`src/hdl/tar_header_stream_walker_macros.svh`:
```
// Assertion macros shared by the tar header stream walker RTL.
// Each check samples on clk_i and is switched off while rst_ni is low.
`ifndef TAR_HEADER_STREAM_WALKER_MACROS_SVH
`define TAR_HEADER_STREAM_WALKER_MACROS_SVH
`ifndef NO_ASSERTIONS
// Check that a property holds on every enabled clock edge.
`define TAR_HSW_ASSERT(lbl, prop, msg) \
  lbl: assert property (@(posedge clk_i) disable iff (!rst_ni) (prop)) else $error(msg);
// Check that a condition is never seen on an enabled clock edge.
`define TAR_HSW_NEVER(lbl, cond, msg) \
  lbl: assert property (@(posedge clk_i) disable iff (!rst_ni) !(cond)) else $error(msg);
`else
`define TAR_HSW_ASSERT(lbl, prop, msg)
`define TAR_HSW_NEVER(lbl, cond, msg)
`endif
`endif

```
`src/hdl/tar_hsw_pkg.sv`:
```
// Package for the tar header stream walker: widths, header byte positions,
// walker phase codes and the result record type. No dependencies.
`default_nettype none
package tar_hsw_pkg;

  localparam int OFFSET_WIDTH = 40;
  localparam int INDEX_WIDTH  = 16;
  localparam int SIZE_WIDTH   = 33;
  localparam int TYPE_WIDTH   = 8;
  localparam int BYTE_WIDTH   = 8;

  localparam int BLOCK_BYTES  = 512;
  localparam int BIB_WIDTH    = $clog2(BLOCK_BYTES);
  localparam int SUM_WIDTH    = SIZE_WIDTH + 1;
  localparam int SKIP_WIDTH   = SUM_WIDTH - BIB_WIDTH;

  localparam logic [BIB_WIDTH-1:0] BLOCK_LAST = BIB_WIDTH'(BLOCK_BYTES - 1);
  localparam logic [BIB_WIDTH-1:0] SIZE_FIRST = BIB_WIDTH'(124);
  localparam logic [BIB_WIDTH-1:0] SIZE_LAST  = BIB_WIDTH'(124 + 11 - 1);
  localparam logic [BIB_WIDTH-1:0] TYPE_POS   = BIB_WIDTH'(156);

  localparam logic [BYTE_WIDTH-1:0] ASCII_ZERO  = 8'h30;
  localparam logic [BYTE_WIDTH-1:0] ASCII_SEVEN = 8'h37;
  localparam logic [BYTE_WIDTH-1:0] ASCII_NUL   = 8'h00;

  // Walker phase, one-hot
  typedef enum logic [2:0] {
    PH_HEADER = 3'b001,
    PH_SKIP   = 3'b010,
    PH_IDLE   = 3'b100
  } phase_e;

  // One result record
  typedef struct packed {
    logic [INDEX_WIDTH-1:0]  entry_num;
    logic [SIZE_WIDTH-1:0]   entry_size;
    logic [TYPE_WIDTH-1:0]   type_flag;
    logic [OFFSET_WIDTH-1:0] data_offset;
    logic                    end_of_archive;
    logic                    bad_size;
  } result_t;

endpackage
`default_nettype wire

```
`src/hdl/tar_hsw_in_reg.sv`:
```
// Input register of the tar header stream walker: holds one archive byte
// request until the walker takes it. Uses tar_hsw_pkg.
`default_nettype none
module tar_hsw_in_reg (
  input  wire logic                               clk_i,
  input  wire logic                               rst_ni,
  input  wire logic                               in_valid_i,
  output logic                                    in_stall_o,
  input  wire logic [tar_hsw_pkg::BYTE_WIDTH-1:0] archive_byte_i,
  input  wire logic                               restart_i,
  input  wire logic                               advance_i,
  output logic                                    vld_o,
  output logic [tar_hsw_pkg::BYTE_WIDTH-1:0]      byte_o,
  output logic                                    restart_o
);
  import tar_hsw_pkg::*;

  logic                  vld_q, vld_d;
  logic [BYTE_WIDTH-1:0] byte_q;
  logic                  restart_q;
  logic                  load;

  // Stall only while a held request is not moving on
  assign in_stall_o = vld_q && !advance_i;
  assign load       = in_valid_i && !in_stall_o;

  always_comb begin
    vld_d = vld_q;
    if (load) begin
      vld_d = 1'b1;
    end else if (advance_i) begin
      vld_d = 1'b0;
    end
  end

  always_ff @(posedge clk_i or negedge rst_ni) begin
    if (!rst_ni) begin
      vld_q <= 1'b0;
    end else begin
      vld_q <= vld_d;
    end
  end

  // Capture the payload of an accepted request
  always_ff @(posedge clk_i) begin
    if (load) begin
      byte_q    <= archive_byte_i;
      restart_q <= restart_i;
    end
  end

  assign vld_o     = vld_q;
  assign byte_o    = byte_q;
  assign restart_o = restart_q;

endmodule
`default_nettype wire

```
`src/hdl/tar_hsw_walker.sv`:
```
// Header walker of the tar header stream walker: block position, size
// decode, data skipping and result build for one byte. Uses tar_hsw_pkg.
`default_nettype none
`include "tar_header_stream_walker_macros.svh"
module tar_hsw_walker (
  input  wire logic                               clk_i,
  input  wire logic                               rst_ni,
  input  wire logic                               step_i,
  input  wire logic [tar_hsw_pkg::BYTE_WIDTH-1:0] byte_i,
  input  wire logic                               restart_i,
  output logic                                    res_vld_o,
  output tar_hsw_pkg::result_t                    res_o
);
  import tar_hsw_pkg::*;

  logic [BIB_WIDTH-1:0]    bib_q, bib_d, cur_bib;
  phase_e                  phase_q, phase_d, cur_phase;
  logic [SIZE_WIDTH-1:0]   acc_q, acc_d, cur_acc, hdr_acc;
  logic [TYPE_WIDTH-1:0]   typ_q, typ_d, cur_typ, hdr_typ;
  logic                    nempty_q, nempty_d, cur_nempty, hdr_nempty;
  logic                    serr_q, serr_d, cur_serr, hdr_serr;
  logic [SKIP_WIDTH-1:0]   skip_q, skip_d, cur_skip, skip_left;
  logic [INDEX_WIDTH-1:0]  cnt_q, cnt_d, cur_cnt;
  logic [OFFSET_WIDTH-1:0] off_q, off_d, cur_off, off_next;
  logic [BYTE_WIDTH-1:0]   digit;
  logic [SUM_WIDTH-1:0]    round_sum;
  logic                    last;
  logic                    in_size;
  logic                    is_octal;
  result_t                 res;
  logic                    res_vld;
  logic                    hdr_end;
  logic                    plain_step;
  logic                    idle_step;

  always_comb begin
    // Apply restart before the byte is looked at
    if (restart_i) begin
      cur_bib    = '0;
      cur_phase  = PH_HEADER;
      cur_acc    = '0;
      cur_typ    = '0;
      cur_nempty = 1'b0;
      cur_serr   = 1'b0;
      cur_skip   = '0;
      cur_cnt    = '0;
      cur_off    = '0;
    end else begin
      cur_bib    = bib_q;
      cur_phase  = phase_q;
      cur_acc    = acc_q;
      cur_typ    = typ_q;
      cur_nempty = nempty_q;
      cur_serr   = serr_q;
      cur_skip   = skip_q;
      cur_cnt    = cnt_q;
      cur_off    = off_q;
    end

    last      = (cur_bib == BLOCK_LAST);
    off_next  = cur_off + OFFSET_WIDTH'(1);
    in_size   = (cur_bib >= SIZE_FIRST) && (cur_bib <= SIZE_LAST);
    is_octal  = byte_i inside {[ASCII_ZERO:ASCII_SEVEN]};
    digit     = byte_i - ASCII_ZERO;

    // Header field capture
    hdr_nempty = (cur_bib == '0) ? (byte_i == ASCII_NUL) : cur_nempty;
    hdr_acc    = cur_acc;
    hdr_serr   = cur_serr;
    if (in_size) begin
      if (is_octal) begin
        hdr_acc = {cur_acc[SIZE_WIDTH-4:0], digit[2:0]};
      end else begin
        hdr_serr = 1'b1;
      end
    end
    hdr_typ   = (cur_bib == TYPE_POS) ? byte_i : cur_typ;
    round_sum = {1'b0, hdr_acc} + SUM_WIDTH'(BLOCK_BYTES - 1);
    skip_left = cur_skip - ((cur_skip != '0) ? SKIP_WIDTH'(1) : '0);

    bib_d    = last ? '0 : cur_bib + BIB_WIDTH'(1);
    phase_d  = cur_phase;
    acc_d    = cur_acc;
    typ_d    = cur_typ;
    nempty_d = cur_nempty;
    serr_d   = cur_serr;
    skip_d   = cur_skip;
    cnt_d    = cur_cnt;
    off_d    = off_next;
    res_vld  = 1'b0;
    res      = '0;

    case (cur_phase)
      PH_HEADER: begin
        acc_d    = hdr_acc;
        typ_d    = hdr_typ;
        nempty_d = hdr_nempty;
        serr_d   = hdr_serr;
        if (last) begin
          res_vld       = 1'b1;
          res.entry_num = cur_cnt;
          if (hdr_nempty) begin
            res.end_of_archive = 1'b1;
            phase_d            = PH_IDLE;
          end else if (hdr_serr) begin
            res.type_flag = hdr_typ;
            res.bad_size  = 1'b1;
            phase_d       = PH_IDLE;
          end else begin
            res.entry_size  = hdr_acc;
            res.type_flag   = hdr_typ;
            res.data_offset = off_next;
            if (cur_cnt != '1) begin
              cnt_d = cur_cnt + INDEX_WIDTH'(1);
            end
            skip_d  = round_sum[SUM_WIDTH-1:BIB_WIDTH];
            phase_d = (round_sum[SUM_WIDTH-1:BIB_WIDTH] != '0) ? PH_SKIP : PH_HEADER;
          end
          // Drop the header fields for the next block
          acc_d    = '0;
          typ_d    = '0;
          nempty_d = 1'b0;
          serr_d   = 1'b0;
        end
      end
      PH_SKIP: begin
        if (last) begin
          skip_d = skip_left;
          if (skip_left == '0) begin
            phase_d = PH_HEADER;
          end
        end
      end
      default: begin
        // Idle: hold everything until restart
        bib_d = cur_bib;
        off_d = cur_off;
      end
    endcase
  end

  always_ff @(posedge clk_i or negedge rst_ni) begin
    if (!rst_ni) begin
      bib_q    <= '0;
      phase_q  <= PH_HEADER;
      acc_q    <= '0;
      typ_q    <= '0;
      nempty_q <= 1'b0;
      serr_q   <= 1'b0;
      skip_q   <= '0;
      cnt_q    <= '0;
      off_q    <= '0;
    end else if (step_i) begin
      bib_q    <= bib_d;
      phase_q  <= phase_d;
      acc_q    <= acc_d;
      typ_q    <= typ_d;
      nempty_q <= nempty_d;
      serr_q   <= serr_d;
      skip_q   <= skip_d;
      cnt_q    <= cnt_d;
      off_q    <= off_d;
    end
  end

  assign res_vld_o = res_vld;
  assign res_o     = res;

  // Conditions watched by the checks below
  assign hdr_end    = !restart_i && (bib_q == BLOCK_LAST) && (phase_q == PH_HEADER);
  assign plain_step = step_i && !restart_i;
  assign idle_step  = plain_step && (phase_q == PH_IDLE);

  // A result only comes out of the last byte of a header block
  `TAR_HSW_ASSERT(a_res_on_last, res_vld |-> hdr_end, "result outside header block end")
  // Skipping always has blocks left to skip
  `TAR_HSW_ASSERT(a_skip_nonzero, (phase_q == PH_SKIP) |-> (skip_q != '0), "nothing to skip")
  // Entry count only grows between restarts
  `TAR_HSW_ASSERT(a_cnt_mono, plain_step |=> (cnt_q >= $past(cnt_q)), "entry count fell")
  // Idle walker does not advance through the stream
  `TAR_HSW_ASSERT(a_idle_holds, idle_step |=> ($stable(off_q) && $stable(bib_q)), "idle moved")

endmodule
`default_nettype wire

```
`src/hdl/tar_hsw_out_reg.sv`:
```
// Result register of the tar header stream walker: holds one result record
// until the downstream side takes it. Uses tar_hsw_pkg.
`default_nettype none
module tar_hsw_out_reg (
  input  wire logic                 clk_i,
  input  wire logic                 rst_ni,
  input  wire logic                 load_i,
  input  wire logic                 res_vld_i,
  input  wire tar_hsw_pkg::result_t res_i,
  output logic                      free_o,
  output logic                      out_valid_o,
  input  wire logic                 out_stall_i,
  output tar_hsw_pkg::result_t      res_o
);
  import tar_hsw_pkg::*;

  logic    vld_q, vld_d;
  result_t res_q;

  // Room when empty or when the held request leaves this cycle
  assign free_o = !vld_q || !out_stall_i;

  always_comb begin
    vld_d = vld_q;
    if (load_i) begin
      vld_d = res_vld_i;
    end else if (!out_stall_i) begin
      vld_d = 1'b0;
    end
  end

  always_ff @(posedge clk_i or negedge rst_ni) begin
    if (!rst_ni) begin
      vld_q <= 1'b0;
    end else begin
      vld_q <= vld_d;
    end
  end

  // Capture a fresh record
  always_ff @(posedge clk_i) begin
    if (load_i && res_vld_i) begin
      res_q <= res_i;
    end
  end

  assign out_valid_o = vld_q;
  assign res_o       = res_q;

endmodule
`default_nettype wire

```
`src/hdl/tar_header_stream_walker.sv`:
```
// Top level of the tar header stream walker: input register, header walker
// and result register. Uses tar_hsw_pkg, tar_hsw_in_reg, tar_hsw_walker, tar_hsw_out_reg.
//
//   channel | direction | handshake                 | payload
//   in      | sink      | in_valid_i / in_stall_o   | archive_byte_i, restart_i
//   out     | source    | out_valid_o / out_stall_i | entry_num_o .. bad_size_o
//
// One archive byte is taken every cycle while no stalled result is held.
// A result is offered from the result register after the last byte of its header
// block is accepted: that byte is held in the input register, then passes
// through the walker into the result register.
// Reset clears all walker state at once; there is no clearing pass.
// A stalled result holds the walker, which then stalls the input after one byte.
`default_nettype none
module tar_header_stream_walker (
  input  wire logic                                 clk_i,
  input  wire logic                                 rst_ni,
  input  wire logic                                 in_valid_i,
  output logic                                      in_stall_o,
  input  wire logic [tar_hsw_pkg::BYTE_WIDTH-1:0]   archive_byte_i,
  input  wire logic                                 restart_i,
  output logic                                      out_valid_o,
  input  wire logic                                 out_stall_i,
  output logic [tar_hsw_pkg::INDEX_WIDTH-1:0]       entry_num_o,
  output logic [tar_hsw_pkg::SIZE_WIDTH-1:0]        entry_size_o,
  output logic [tar_hsw_pkg::TYPE_WIDTH-1:0]        type_flag_o,
  output logic [tar_hsw_pkg::OFFSET_WIDTH-1:0]      data_offset_o,
  output logic                                      end_of_archive_o,
  output logic                                      bad_size_o
);
  import tar_hsw_pkg::*;

  logic                  in_vld;
  logic [BYTE_WIDTH-1:0] in_byte;
  logic                  in_restart;
  logic                  out_free;
  logic                  advance;
  logic                  res_vld;
  result_t               res;
  result_t               res_out;

  // Move a byte through the walker when the result register has room
  assign advance = in_vld && out_free;

  tar_hsw_in_reg u_in_reg (
    .clk_i          (clk_i),
    .rst_ni         (rst_ni),
    .in_valid_i     (in_valid_i),
    .in_stall_o     (in_stall_o),
    .archive_byte_i (archive_byte_i),
    .restart_i      (restart_i),
    .advance_i      (advance),
    .vld_o          (in_vld),
    .byte_o         (in_byte),
    .restart_o      (in_restart)
  );

  tar_hsw_walker u_walker (
    .clk_i     (clk_i),
    .rst_ni    (rst_ni),
    .step_i    (advance),
    .byte_i    (in_byte),
    .restart_i (in_restart),
    .res_vld_o (res_vld),
    .res_o     (res)
  );

  tar_hsw_out_reg u_out_reg (
    .clk_i       (clk_i),
    .rst_ni      (rst_ni),
    .load_i      (advance),
    .res_vld_i   (res_vld),
    .res_i       (res),
    .free_o      (out_free),
    .out_valid_o (out_valid_o),
    .out_stall_i (out_stall_i),
    .res_o       (res_out)
  );

  assign entry_num_o      = res_out.entry_num;
  assign entry_size_o     = res_out.entry_size;
  assign type_flag_o      = res_out.type_flag;
  assign data_offset_o    = res_out.data_offset;
  assign end_of_archive_o = res_out.end_of_archive;
  assign bad_size_o       = res_out.bad_size;

endmodule
`default_nettype wire

```
`config.mk`:
```
export PLATFORM = sky130hd
export DESIGN_NAME = tar_header_stream_walker
export DESIGN_NICKNAME = d
export VERILOG_FILES = /design/src/hdl/tar_hsw_pkg.sv /design/src/hdl/tar_hsw_in_reg.sv /design/src/hdl/tar_hsw_walker.sv /design/src/hdl/tar_hsw_out_reg.sv /design/src/hdl/tar_header_stream_walker.sv
export VERILOG_INCLUDE_DIRS = /design/src /design/src/hdl
export SDC_FILE = /design/constraint.sdc
export NUM_CORES = 1
export LEC_CHECK = 0
export BUFFER_PORTS_ARGS = -buffer_cell sky130_fd_sc_hd__buf_2
export CAP_MARGIN = 20
export CORE_MARGIN = 2
export CORE_UTILIZATION = 38
export DETAILED_ROUTE_END_ITERATION = 12
export PLACE_DENSITY = 0.52
export SETUP_SLACK_MARGIN = 0.4
export SLEW_MARGIN = 40
export SYNTH_ARGS = -nofsm -noshare
export SYNTH_HDL_FRONTEND = slang
export SYNTH_SLANG_ARGS = --single-unit
```
`constraint.sdc`:
```
create_clock -name clk_i -period 7.6 [get_ports clk_i]
set_clock_uncertainty 0.05 [all_clocks]
set_input_delay 0 -clock clk_i [delete_from_list [all_inputs] [get_ports clk_i]]
set_output_delay 0 -clock clk_i [all_outputs]
set_load 0.02 [all_outputs]
```
Yosys cells after proc, flatten, opt, wreduce, memory -nomap -nowiden. Cells that the tools add are included. W data, S select, Z words.

Word-level logic and storage cells: 110. Bits in registers: 246.

Eq/ne operators: 6. Mux-type cells: 52. Bitwise operators: 2. Order comparisons: 4. Reduce and logical (&&, ||, !) cells: 21. Add/subtract/negate cells: 6.

Operators with widths (count): $mux W33 (5); $mux W25 (5); $mux W16 (6); $mux W40 (2); $pmux W25 S2 (1); $reduce_bool A25 Y1 (2); $add A40 B1 Y40 const B (1); $add A33 B9 Y34 const B (1); $mux W8 (4); $mux W9 (3); $logic_not A25 Y1 (1); $sub A25 B25 Y25 (1); $mux W1 (18); $mux W3 (6); $add A16 B1 Y16 const B (1); $ne A16 B16 Y1 const B (1); $add A9 B1 Y9 const B (1); $eq A9 B8 Y1 const B (1); $eq A9 B9 Y1 const B (1); $ge A9 B7 Y1 const B (1); $le A9 B8 Y1 const B (1); $logic_not A9 Y1 (1); $ge A8 B6 Y1 const B (1); $le A8 B6 Y1 const B (1); other kinds (16) (25).

Longest topological paths before layout.
Word-level depth: 11. Depth in mapped cells: 22. Mapped depth without buffers: 15.

Modules after synthesis. A second synthesis with hierarchy kept.

Cells, all modules: 1592. Area total of the unflattened synthesis: 14518.9 um2.

Modules (own cells, without submodules): tar_hsw_walker (sequential area each 3404.5 um2, area an instance 11167.0 um2, times used 1, cells an instance 1474); tar_hsw_out_reg (sequential area each 2997.9 um2, area an instance 3017.9 um2, times used 1, cells an instance 103); tar_hsw_in_reg (sequential area each 295.3 um2, area an instance 327.8 um2, times used 1, cells an instance 14); tar_header_stream_walker (sequential area each 0.0 um2, area an instance 6.3 um2, times used 1, cells an instance 1).

Worst setup path after synthesis. No wires, ideal clock.

Kind: register to register. Start: register u_in_reg.restart_q, in the netlist u_in_reg.restart_o. End: register u_walker.cnt_q[13]. Slack: 1.579 ns. Setup time: 0.124 ns. Data arrival time: 5.847 ns. Stages on the path, launching flop included: 17. Period minus slack after synthesis: 6.021 ns. Cells stage by stage: edfxtp_1 > clkbuf_1 > clkbuf_1 > clkbuf_1 > clkbuf_1 > clkbuf_1 > buf_1 > nor2b_1 > ha_1 > inv_1 > nor2_1 > nand2_1 > inv_1 > nand2_1 > nor4_1 > nand4_1 > xor2_1.

Longest elaborated chain between the ends: 8. Elaborated cells between the ends (all ways): 21. Classes of those cells: 1 x add/sub; 2 x order compare; 3 x eq/ne; 13 x mux; 2 x reduce/logical.

RTL lines: start: declaration (line tar_hsw_in_reg.sv:20) `logic restart_q;`; start signal: assignment (line tar_hsw_in_reg.sv:48) `restart_q <= restart_i;`; parallel branches: the longest is 7 deep, another holds $add A16 B1 Y16; $mux W16 (*) (line tar_hsw_walker.sv:93) `case (cur_phase)`; end signal: assignment (line tar_hsw_walker.sv:161) `cnt_q <= cnt_d;`; end: declaration (line tar_hsw_walker.sv:23) `logic [INDEX_WIDTH-1:0] cnt_q, cnt_d, cur_cnt;`.

Every way passes the cells marked *. A chain may end at the register's enable or synchronous reset.

Final worst setup path.
Start: register u_in_reg.restart_q, in the netlist u_in_reg.restart_o. End: register u_walker.phase_q[0].

Longest elaborated chain between the ends: 11. Elaborated cells between the ends (all ways): 31. Classes of those cells: 2 x add/sub; 2 x order compare; 3 x eq/ne; 19 x mux; 5 x reduce/logical.

RTL lines: $mux W9 (line tar_hsw_walker.sv:38) `if (restart_i) begin`; $ge A9 B7 Y1 / $le A9 B8 Y1 (equally long branches) (line tar_hsw_walker.sv:62) `in_size = (cur_bib >= SIZE_FIRST) && (cur_bib <= SIZE_LAST);`; $logic_and A1 B1 Y1 (line tar_hsw_walker.sv:62); $mux W33 (line tar_hsw_walker.sv:70) `if (in_size) begin`; $add A33 B9 Y34 (line tar_hsw_walker.sv:78) `round_sum = {1'b0, hdr_acc} + SUM_WIDTH'(BLOCK_BYTES - 1);`; $reduce_bool A25 Y1 (line tar_hsw_walker.sv:117) `phase_d = (round_sum[SUM_WIDTH-1:BIB_WIDTH] != '0) ? PH_SKIP : PH_HEADER;`; $mux W2 (line tar_hsw_walker.sv:117); $mux W3 (line tar_hsw_walker.sv:105) `end else if (hdr_serr) begin`; $mux W3 (line tar_hsw_walker.sv:102) `if (hdr_nempty) begin`; $mux W3 (line tar_hsw_walker.sv:99) `if (last) begin`; $pmux W3 S2 (*) (line tar_hsw_walker.sv:93); end signal: assignment (line tar_hsw_walker.sv:155) `phase_q <= phase_d;`; end: declaration (line tar_hsw_walker.sv:17) `phase_e phase_q, phase_d, cur_phase;`.

Mark *: on every way between the ends. The rest lies on a longest branch, timed or not.

==> impl_metrics.py <==
metrics = {
    "floorplanning": {
        "rows": 71,
        "chipWidth_um": 199,
        "start_util_pct": 38.4,
        "dieHeight_um": 199,
        "core_sq_mm": 0.0376,
        "io_pins": 114,
        "die-area_sq_mm": 0.0396,
    },
    "logic_synthesis": {
        "async_reset_ff_share_pct": 56.1,
        "syn_avg_cell_area_sq_um": 8.85,
        "synth.distinct_cells": 81,
        "syn_area_sq_mm": 0.0144,
        "synth_fp_nets": 1649,
        "synth_edf_count": 108,
        "synth_seq_area_share_pct": 46.4,
        "yosysWarnings": 0,
        "ys_ff_latch": 246,
        "synth_cells": 1630,
        "synth_flop_cell": "dfrtp_1",
    },
    "placed_design": {
        "place_congestion": 0.967,
        "hpwlAfterDp_um": 32300,
        "placement.cell_area_sq_mm": 0.0155,
        "numPortBuffers": 113,
        "pre_cts_ws_ns": 2.88,
    },
    "global_routing": {
        "grt_pass1_wl_um": 73000,
        "grt_pass1_vias": 12518,
        "grtUsageTotal_pct": 23.7,
        "grt_max_degree": 70,
        "antenna_found_initial": 0,
        "grt_overflow": 0,
    },
    "hold_path": {
        "min_path_type": "in2reg",
    },
    "setup_path": {
        "startpoint_type": "register",
        "reg2reg_slack_ns": 2.80,
        "cp-end-kind": "register",
        "cp.required_ns": 8.03,
        "cp_max_fo": 52,
        "crit_type": "reg2reg",
        "worstPathArrival_ns": 5.23,
    },
    "timing": {
        "worst_pin_slew_ns": 0.861,
        "setup_slack_ns": 2.80,
        "post-route-min-period_ns": 4.80,
        "setup_viol": 0,
        "final-hold-violation-count": 0,
        "setup_tns_ns": 0,
        "max_freq_ghz": 0.208,
        "final_max_slew_viol_count": 0,
        "slew_headroom_pct": 41.0,
        "min_period_over_period_pct": 63.2,
        "rsz0062_at_grt": "false",
    },
    "clock_tree": {
        "cts_sinks": 246,
        "cts_tree": "done",
        "numCtsBuffers": 27,
        "cts_buffer_depth": 3,
        "cts_root_buffer": "clkbuf_16",
        "htree_levels": 1,
        "path_clk_slew_ns": 0.06,
        "clock_latency_ns": 0.57,
    },
    "cells_and_area": {
        "drive_gt1_share_pct": 12.7,
        "multi_input_area_sq_mm": 0.00730,
        "design_area_sq_mm": 0.0165,
        "final_common_cell": "nand2_1",
        "antennaDiodeCount": 0,
        "area_growth_pct": 14.6,
        "final_cell_mix": "nand2_1, nor2_1, dfrtp_1",
        "nNetsFinal": 1725,
        "regArea_sq_mm": 0.00670,
        "nFillCells": 3645,
    },
    "routing": {
        "vias": 13059,
        "first_iter_violations": 1239,
        "drt_first_pass_iters": 6,
        "post_drt_wl_per_cell_um": 20.8,
        "postRouteAntennaNets": 0,
        "vias_per_cell": 5.84,
        "routed_wl_um": 46600,
        "drcViolationCount": 0,
    },
    "pwr": {
        "ir_drop_uv": 124,
        "power_leakage_uw": 0.00660,
        "power.density_mw_per_mm2": 180,
    },
    "job": {
        "cap_violations": 0,
    },
    "outcome": {
        "status": "complete, no violations",
    },
}
-- path summary, 6_finish.rpt --
| check | startpoint | to | cells after the start |
|---|---|---|---|
| worst min-delay path | archive_byte_i[4] | u_in_reg.byte_o[4] | 2 |
| min in group asynchronous | rst_ni | u_walker.cnt_q[10] | 4 |
| worst max register to register | u_in_reg.restart_o | u_walker.phase_q[0] | 12 |
| worst min register to register | u_walker.nempty_q | u_walker.nempty_q | 2 |
| max in group asynchronous | rst_ni | u_walker.off_q[18] | 5 |
| worst max-delay path | u_in_reg.restart_o | u_walker.phase_q[0] | 12 |
-- per-stage QoR --
| step | utilization (%) | power [uW] | std cells | hold slack, ns |
|---|---|---|---|---|
| CTS | 44.0 | 3000 | 2238 | 0.0778 |
| global route | 44.0 | 3080 | 2238 | 0.0976 |
| finish | 44.0 | 2970 | 2238 | 0.0941 |
| global placement | 41.1 | 1660 | 2172 | 0.0864 |
| floorplan | - | 1580 | 1630 | -0.346 |
| detailed placement | 41.2 | 1660 | 2173 | -0.132 |
-- critical path: stages (launching register included) --
cell	delay, ns
edfxtp_1	0.42
buf_4	0.32
nor4b_1	0.67
nand3_1	0.36
a21oi_2	0.22
buf_4	0.31
mux2_2	0.45
a31oi_2	0.50
and3_1	0.31
mux2_1	0.35
a21oi_2	0.15
or3b_1	0.38
o31ai_2	0.20
-- synthesized netlist by cell type, types with 6 or more instances --
library cell / number / area, sq um
nand2_1: 218 / 818
nor2_1: 179 / 672
dfrtp_1: 137 / 3430
o21ai_0: 121 / 606
edfxtp_1: 108 / 3240
a21oi_1: 102 / 510
clkbuf_1: 87 / 327
nand3_1: 58 / 290
nor3_1: 45 / 225
nor2b_1: 39 / 244
mux2i_1: 38 / 380
and3_1: 37 / 231
a22o_1: 36 / 315
and2_1: 34 / 213
xnor2_1: 32 / 280
xor2_1: 29 / 254
a22oi_1: 27 / 203
o31ai_1: 27 / 203
nor4_1: 26 / 163
nand4_1: 25 / 156
a31oi_1: 21 / 131
inv_1: 17 / 63.8
o22ai_1: 15 / 93.8
buf_1: 13 / 48.8
a21o_1: 10 / 75.1
o211ai_1: 10 / 75.1
buf_2: 8 / 40.0
o21a_1: 8 / 60.1
or3_1: 8 / 50.1
or4_1: 8 / 60.1
a211oi_1: 7 / 52.6
a311oi_1: 6 / 52.6
ha_1: 6 / 75.1
nand2b_1: 6 / 37.5
-- registers in the layout, indices dropped and copies added, names as in the netlist --
| register | count |
|---|---|
| u_in_reg.restart_o | 1 |
| u_walker.bib_q | 9 |
| u_walker.acc_q | 33 |
| u_walker.skip_q | 25 |
| u_in_reg.vld_o | 1 |
| u_walker.phase_q | 3 |
| u_out_reg.res_o | 99 |
| u_walker.serr_q | 1 |
| u_out_reg.out_valid_o | 1 |
| u_walker.off_q | 40 |
| u_walker.nempty_q | 1 |
| u_in_reg.byte_o | 8 |
| u_walker.typ_q | 8 |
| u_walker.cnt_q | 16 |
-- logic make-up after synthesis --
kind of cell | synth area share [%]
AND/OR/NAND/NOR | 23.8
flip-flops | 46.4
multiplexers | 3.10
XOR/XNOR | 3.70
adder cells (fa/ha/maj) | 0.520
buffers and inverters | 3.40
AO/OA/AOI/OAI | 19.0
-- power by group --
group          switching, uW  internal, uW
registers               28.3          1400
clock network            559           766
logic                    153          66.6
total                    741          2230
-- layout make-up --
cell class | count | share of cell area (%)
Clock buffer | 36 | 4.35
Multi-Input combinational cell | 1258 | 44.1
Sequential cell | 246 | 40.5
Clock inverter | 14 | 0.930
Timing Repair Buffer | 156 | 5.84
Inverter | 17 | 0.401
Tap cell | 511 | 3.87
-- routing by layer --
metal	part of all wire, %	wire [um]	global-route usage, %
met1	45	21100	33.8
met2	45	20800	36.3
met4	3.2	1510	8.57
met5	0	0	0
met3	6.9	3200	3.73
-- timing repair --
item	4_1_cts	5_1_grt
setup buffers	0	0
hold buffers	15	0
hold endpoints to repair	91	0
resized for setup	0	0
No activity file was read; power rests on OpenSTA's default activity.
